File: config.mk
export PLATFORM = sky130hd
export DESIGN_NAME = fit_policy_block_allocator
export DESIGN_NICKNAME = d
export VERILOG_FILES = /design/src/rtl/fpba_pkg.sv /design/src/rtl/fit_policy_block_allocator.sv
export SDC_FILE = /design/constraint.sdc
export NUM_CORES = 1
export LEC_CHECK = 0
export BUFFER_PORTS_ARGS = -buffer_cell sky130_fd_sc_hd__buf_4
export CAP_MARGIN = 15
export CORE_AREA = 5 5 207 209
export CTS_CLUSTER_DIAMETER = 120
export DETAILED_ROUTE_END_ITERATION = 6
export DIE_AREA = 0 0 212 214
export PLACE_DENSITY = 0.7
export SLEW_MARGIN = 5
export SYNTH_ARGS = -nofsm -noshare
export SYNTH_HDL_FRONTEND = slang
export SYNTH_SLANG_ARGS = --single-unit
File: constraint.sdc
create_clock -name clk -period 5 [get_ports clk]
set_clock_uncertainty 0.15 [all_clocks]
set_input_delay 0.75 -clock clk [delete_from_list [all_inputs] [get_ports clk]]
set_output_delay 0.75 -clock clk [all_outputs]
set_load 0.02 [all_outputs]
File: src/rtl/fpba_pkg.sv
// shared constants, codes and widths for the fit policy block allocator
package fpba_pkg;

    // table geometry
    localparam int MAX_BLOCKS = 16;
    localparam int SIZE_BITS  = 16;

    // fixed field widths
    localparam int AMT_W    = 16;
    localparam int BLK_W    = 4;
    localparam int STATUS_W = 2;
    localparam int MODE_W   = 2;
    localparam int COUNT_W  = 5;
    localparam int CFG_IDX_W  = 2;
    localparam int CFG_DATA_W = 8;

    // derived widths
    localparam int IDX_W = (MAX_BLOCKS > 1) ? $clog2(MAX_BLOCKS) : 1;
    localparam int CNT_W = $clog2(MAX_BLOCKS + 1);
    localparam int CMP_W = (SIZE_BITS > AMT_W) ? SIZE_BITS : AMT_W;

    // request kinds
    localparam logic REQ_LOAD  = 1'b0;
    localparam logic REQ_ALLOC = 1'b1;

    // result status codes
    localparam logic [STATUS_W-1:0] ST_LOADED    = 2'd0;
    localparam logic [STATUS_W-1:0] ST_ALLOCATED = 2'd1;
    localparam logic [STATUS_W-1:0] ST_NO_FIT    = 2'd2;

    // placement policies, any other code acts as first fit
    localparam logic [MODE_W-1:0] MODE_FIRST = 2'd0;
    localparam logic [MODE_W-1:0] MODE_BEST  = 2'd1;
    localparam logic [MODE_W-1:0] MODE_WORST = 2'd2;

    // register indexes
    localparam logic [CFG_IDX_W-1:0] CFG_FIT_MODE    = 2'd0;
    localparam logic [CFG_IDX_W-1:0] CFG_BLOCK_COUNT = 2'd1;

endpackage

File: src/rtl/fit_policy_block_allocator.sv
// fit policy block allocator: free space table with a one-block-per-cycle scan
//
//  channel | direction | handshake           | payload
//  --------+-----------+---------------------+----------------------------------
//  in      | into      | in_valid/in_ready   | req_type, block_index, amount
//  out     | out of    | out_valid/out_ready | status, granted_block, space_left
//  cfg     | into      | cfg_valid/cfg_ready | cfg_index, cfg_data
//
// a load request goes from idle straight to finish; an allocate request scans
// n entries, n being block_count clipped to MAX_BLOCKS, reading one table entry
// and running one compare each cycle. the result sits in an output register, so
// a new request is taken while the previous result waits; a finished request
// holds until that register is free. cfg_ready is always high. reset clears
// the table, both registers, state, out_valid, found flag and scan pointer.
module fit_policy_block_allocator
(
    input  logic                               clk,
    input  logic                               rst_n,
    input  logic                               in_valid,
    output logic                               in_ready,
    input  logic                               req_type,
    input  logic [fpba_pkg::BLK_W-1:0]         block_index,
    input  logic [fpba_pkg::AMT_W-1:0]         amount,
    output logic                               out_valid,
    input  logic                               out_ready,
    output logic [fpba_pkg::STATUS_W-1:0]      status,
    output logic [fpba_pkg::BLK_W-1:0]         granted_block,
    output logic [fpba_pkg::AMT_W-1:0]         space_left,
    input  logic                               cfg_valid,
    output logic                               cfg_ready,
    input  logic [fpba_pkg::CFG_IDX_W-1:0]     cfg_index,
    input  logic [fpba_pkg::CFG_DATA_W-1:0]    cfg_data
);

    localparam int SB  = fpba_pkg::SIZE_BITS;
    localparam int IW  = fpba_pkg::IDX_W;
    localparam int CW  = fpba_pkg::CNT_W;
    localparam int MW  = fpba_pkg::CMP_W;
    localparam int AW  = fpba_pkg::AMT_W;
    localparam int BW  = fpba_pkg::BLK_W;

    typedef enum logic [1:0] {S_IDLE, S_SCAN, S_FINISH} state_t;

    state_t                          state_reg;
    logic [SB-1:0]                   table_reg [fpba_pkg::MAX_BLOCKS];
    logic [fpba_pkg::MODE_W-1:0]     mode_reg;
    logic [fpba_pkg::COUNT_W-1:0]    count_reg;
    logic                            kind_reg;
    logic [BW-1:0]                   blk_reg;
    logic [AW-1:0]                   amt_reg;
    logic [IW-1:0]                   cnt_reg;
    logic [CW-1:0]                   n_reg;
    logic                            found_reg;
    logic [IW-1:0]                   pick_reg;
    logic [SB-1:0]                   best_reg;
    logic                            out_valid_reg;
    logic [fpba_pkg::STATUS_W-1:0]   status_reg;
    logic [BW-1:0]                   granted_reg;
    logic [AW-1:0]                   left_reg;

    logic                            load_in_range;
    logic [CW-1:0]                   n_clip;
    logic [SB-1:0]                   cur_space;
    logic                            fits;
    logic                            better;
    logic                            take;
    logic                            last;
    logic                            out_free;
    logic [MW-1:0]                   diff;
    logic [SB-1:0]                   new_space;

    // handshakes
    assign in_ready  = (state_reg == S_IDLE);
    assign cfg_ready = 1'b1;
    assign out_free  = !out_valid_reg || out_ready;

    // request decode
    assign load_in_range = (32'(block_index) < fpba_pkg::MAX_BLOCKS);
    assign n_clip = (32'(count_reg) > fpba_pkg::MAX_BLOCKS) ?
                    CW'(fpba_pkg::MAX_BLOCKS) : CW'(count_reg);

    // shared compare unit on the entry under the scan pointer
    assign cur_space = table_reg[cnt_reg];
    assign fits      = (MW'(cur_space) >= MW'(amt_reg));
    always_comb
    begin
        case (mode_reg)
            fpba_pkg::MODE_BEST:  better = (cur_space < best_reg);
            fpba_pkg::MODE_WORST: better = (cur_space > best_reg);
            default:              better = 1'b0;
        endcase
    end
    assign take = fits && (!found_reg || better);
    assign last = ((CW'(cnt_reg) + CW'(1)) == n_reg);

    // update of the chosen block
    assign diff      = MW'(best_reg) - MW'(amt_reg);
    assign new_space = SB'(diff);

    // sequencer, table and result register
    always_ff @(posedge clk or negedge rst_n)
    begin
        if (!rst_n)
        begin
            state_reg     <= S_IDLE;
            mode_reg      <= '0;
            count_reg     <= '0;
            out_valid_reg <= 1'b0;
            found_reg     <= 1'b0;
            cnt_reg       <= '0;
            for (int i = 0; i < fpba_pkg::MAX_BLOCKS; i++)
            begin
                table_reg[i] <= '0;
            end
        end
        else
        begin
            // register writes
            if (cfg_valid && cfg_ready)
            begin
                if (cfg_index == fpba_pkg::CFG_FIT_MODE)
                begin
                    mode_reg <= cfg_data[fpba_pkg::MODE_W-1:0];
                end
                else if (cfg_index == fpba_pkg::CFG_BLOCK_COUNT)
                begin
                    count_reg <= cfg_data[fpba_pkg::COUNT_W-1:0];
                end
            end

            // result taken downstream
            if (out_valid_reg && out_ready)
            begin
                out_valid_reg <= 1'b0;
            end

            case (state_reg)
                S_IDLE:
                begin
                    if (in_valid)
                    begin
                        kind_reg  <= req_type;
                        blk_reg   <= block_index;
                        amt_reg   <= amount;
                        n_reg     <= n_clip;
                        cnt_reg   <= '0;
                        found_reg <= 1'b0;
                        pick_reg  <= '0;
                        best_reg  <= '0;
                        if (req_type == fpba_pkg::REQ_LOAD)
                        begin
                            if (load_in_range)
                            begin
                                table_reg[IW'(block_index)] <= SB'(amount);
                            end
                            state_reg <= S_FINISH;
                        end
                        else if (n_clip == '0)
                        begin
                            state_reg <= S_FINISH;
                        end
                        else
                        begin
                            state_reg <= S_SCAN;
                        end
                    end
                end

                // one block per cycle
                S_SCAN:
                begin
                    if (take)
                    begin
                        found_reg <= 1'b1;
                        pick_reg  <= cnt_reg;
                        best_reg  <= cur_space;
                    end
                    if (last)
                    begin
                        state_reg <= S_FINISH;
                    end
                    else
                    begin
                        cnt_reg <= cnt_reg + IW'(1);
                    end
                end

                // write back and hand the result over
                S_FINISH:
                begin
                    if (out_free)
                    begin
                        out_valid_reg <= 1'b1;
                        state_reg     <= S_IDLE;
                        if (kind_reg == fpba_pkg::REQ_LOAD)
                        begin
                            status_reg  <= fpba_pkg::ST_LOADED;
                            granted_reg <= blk_reg;
                            left_reg    <= (32'(blk_reg) < fpba_pkg::MAX_BLOCKS) ?
                                           AW'(MW'(SB'(amt_reg))) : '0;
                        end
                        else if (found_reg)
                        begin
                            table_reg[pick_reg] <= new_space;
                            status_reg  <= fpba_pkg::ST_ALLOCATED;
                            granted_reg <= BW'(pick_reg);
                            left_reg    <= AW'(MW'(new_space));
                        end
                        else
                        begin
                            status_reg  <= fpba_pkg::ST_NO_FIT;
                            granted_reg <= '0;
                            left_reg    <= '0;
                        end
                    end
                end

                default:
                begin
                    state_reg <= S_IDLE;
                end
            endcase
        end
    end

    // outputs
    assign out_valid     = out_valid_reg;
    assign status        = status_reg;
    assign granted_block = granted_reg;
    assign space_left    = left_reg;

endmodule

==> results.toml <==
[status]
status = "finished clean"

[synthesis]
ys.flop_type = "dfrtp_1"
synth-seq-cells = 339
synth_area_mm2 = 0.01896
synth.area.top_cells = "dfrtp_1, edfxtp_1, mux4_2, a21oi_1, nor2_1"
yosysTopAreaCell = "dfrtp_1"
synth_edf_count = 68
syn_avg_cell_area_um2 = 9.911
async_flop_share_pct = 79.94
synth_nets = 2000
yosys_warnings = 0
synthDistinctLibCells = 75
synth_top_area_share_pct = 35.77
ys_seq_area_share_pct = 46.54
netlist_instances = 1913

[clocking]
cts_buffers = 38
root_buffer = "clkbuf_16"
cts-htree-levels = 2
clk-insertion-delay-late_ps = 540
cts_tree = "built"
cts_setup_buffers = 0
cts_resized = 0
cts_hold_buf = 0
clockBufferDepth = 3
clkSlewWorstSetupHoldPaths_ps = 60
cts.sinks = 339

[sta]
report.final.slew_viol_count = 0
finalSetupViolCount = 0
period_share_pct = 90.94
setup_tns_ps = 0
period_needed_ps = 4547
tightest_slew_ps = 1131
slew_headroom_pct = 24.22
rsz0062_at_grt = "no"
hold_viol = 0
max_freq_ghz = 0.2199

[placement]
hpwl_um = 42200
gp_congestion = 0.9432
io_buffers = 56

[route]
routed_wl_um = 58640
dr_total_vias = 15835
wl_per_cell_um = 23.72
postRouteAntennaNets = 0
dr.pass1.iters = 6
post_drt_via_cell_ratio = 6.406
route.detailed.drc = 0
drt_iter0_drc = 2015

[power_and_ir_drop]
powerDensity_mw_per_mm2 = 575.6
swShare_pct = 38.49
p_int_uw = 7528
p_sw_uw = 4711
p_seq_share_pct = 36.2
combPwrFrac_pct = 40.9
ir_worst_vdd_v = 0.0002157
power.clock.fraction_pct = 22.9
finalPower_uw = 12240
power.leakage_uw = 0.008504

[global_routing]
grt_pass1_vias = 15669
grt_pass1_wl_um = 91360
grt_max_degree = 174
grtUsageTotal_pct = 25.46
grt_overflow_total = 0
antenna_found_initial = 1

[setup_path]
crit_end = "best_reg[10]"
cp.arrival_ps = 4620
r2r_cells = 13
startpoint = "cnt_reg[0]"
slowest_delay_ps = 630
slowest_stage = "mux4_2"
critical_path_required_ps = 5070
cp-start-kind = "flop"
cp_max_fo = 20
worstReg2RegEnd = "best_reg[10]"
worstReg2RegStart = "cnt_reg[0]"
worstPathCellList = "buf_12, mux4_2, mux4_2, ha_1, nand4_1, nor4_1, buf_4, o21ai_0, o211ai_1, mux2i_1, o21ai_0, a41o_1, buf_4"
end_kind = "flop"
crit_type = "flop to flop"
worst-r2r-setup-slack_ps = 450

[worst_hold_path]
min_path_type = "input pin to async pin"

[floorplanning]
die_area_mm2 = 0.04537
io_pins = 61
die_h_um = 214
coreArea_mm2 = 0.04065
die_x_um = 212
rows = 74
start_util_pct = 46.64

[layout]
final_cell_mix = "nor2_1, dfrtp_1, a21oi_1"
drive_gt1_share_pct = 16.49
num-nets-final = 2004
n_fill_cell = 3577
final_util_pct = 52.31
insertedDiodeCount = 0
largest_register_ff_count = 256
area_growth_pct = 12.15
final_common_cell = "nor2_1"

[job]
drv_cap = 0
-- synth_stat cells, drive strengths merged, types with 50 or more instances --
master and instances:
nor2 312, dfrtp 271, a21oi 262, a22oi 135, nand2 104, clkbuf 90, o21ai 88, buf 80
mux4 80, edfxtp 68, inv 58, ha 50
-- stage by stage --
stage               setup WS (ps)  instances  instance area, µm²  hold WS, ps
floorplan                   759.7       1913               18960        294.6
global placement            530.5       2409               20030        306.8
detailed placement          522.3       2409               20030        315.3
CTS                         494.3       2472               21260        26.22
global route                279.9       2472               21260        50.13
finish                      452.9       2472               21260        15.37
-- worst min-delay path by stage --
stage               slack [ps]              to
floorplan                  290   table_reg[85]
global placement           310  table_reg[199]
detailed placement         320  table_reg[199]
CTS                         30  table_reg[248]
global route                50  table_reg[248]
finish                      20  table_reg[232]
-- area by class of cell --
class	instances	area, µm²	share of cell area [%]
clock inverter	9	97.59	0.4590
sequential	339	8828	41.52
inverter	59	221.5	1.042
timing repair buffer	134	1076	5.061
tap	532	665.6	3.131
clock buffer	54	1136	5.343
multi-input combinational	1345	9238	43.44
-- worst max-delay path: cells and delay by family (launching register included) --
| kind | cells | cell delay (ps) |
|---|---|---|
| flops | 1 | 520 |
| mux | 3 | 1340 |
| simple gates | 2 | 490 |
| compound gates | 4 | 700 |
| buf+inv | 3 | 650 |
| fa+ha+maj | 1 | 350 |
-- routing by layer --
metal  up-vias  global-route usage (%)  wire length (µm)
met5         -                       0                13
met4         2                   10.03              2277
met3       137                   5.823              6010
met2       880                   39.27             27010
met1      7796                   35.08             23330
li1       7020                       -                 -
-- power groups by stage --
stage | clock network (µW) | logic, µW | registers [µW]
finish | 2800 | 5010 | 4430
global placement | 0 | 4770 | 4400
global route | 2940 | 5430 | 4530
floorplan | 0 | 3480 | 4210
detailed placement | 0 | 4900 | 4450
CTS | 2830 | 4920 | 4410
-- cells by family (layout without fill, tap and decap cells) --
group	count (synthesis)	count (layout)	share of synthesized area (%)
XOR/XNOR	19	19	1.175
other	1	1	0.01978
multiplexers	97	97	10.43
AND/OR/NAND/NOR	571	571	13.38
flip-flops	339	339	46.54
AO/OA/AOI/OAI	606	606	19.91
adder cells (fa/ha/maj)	51	51	3.405
buffers and inverters	229	256	5.134
(Power assumes the default switching activity.)
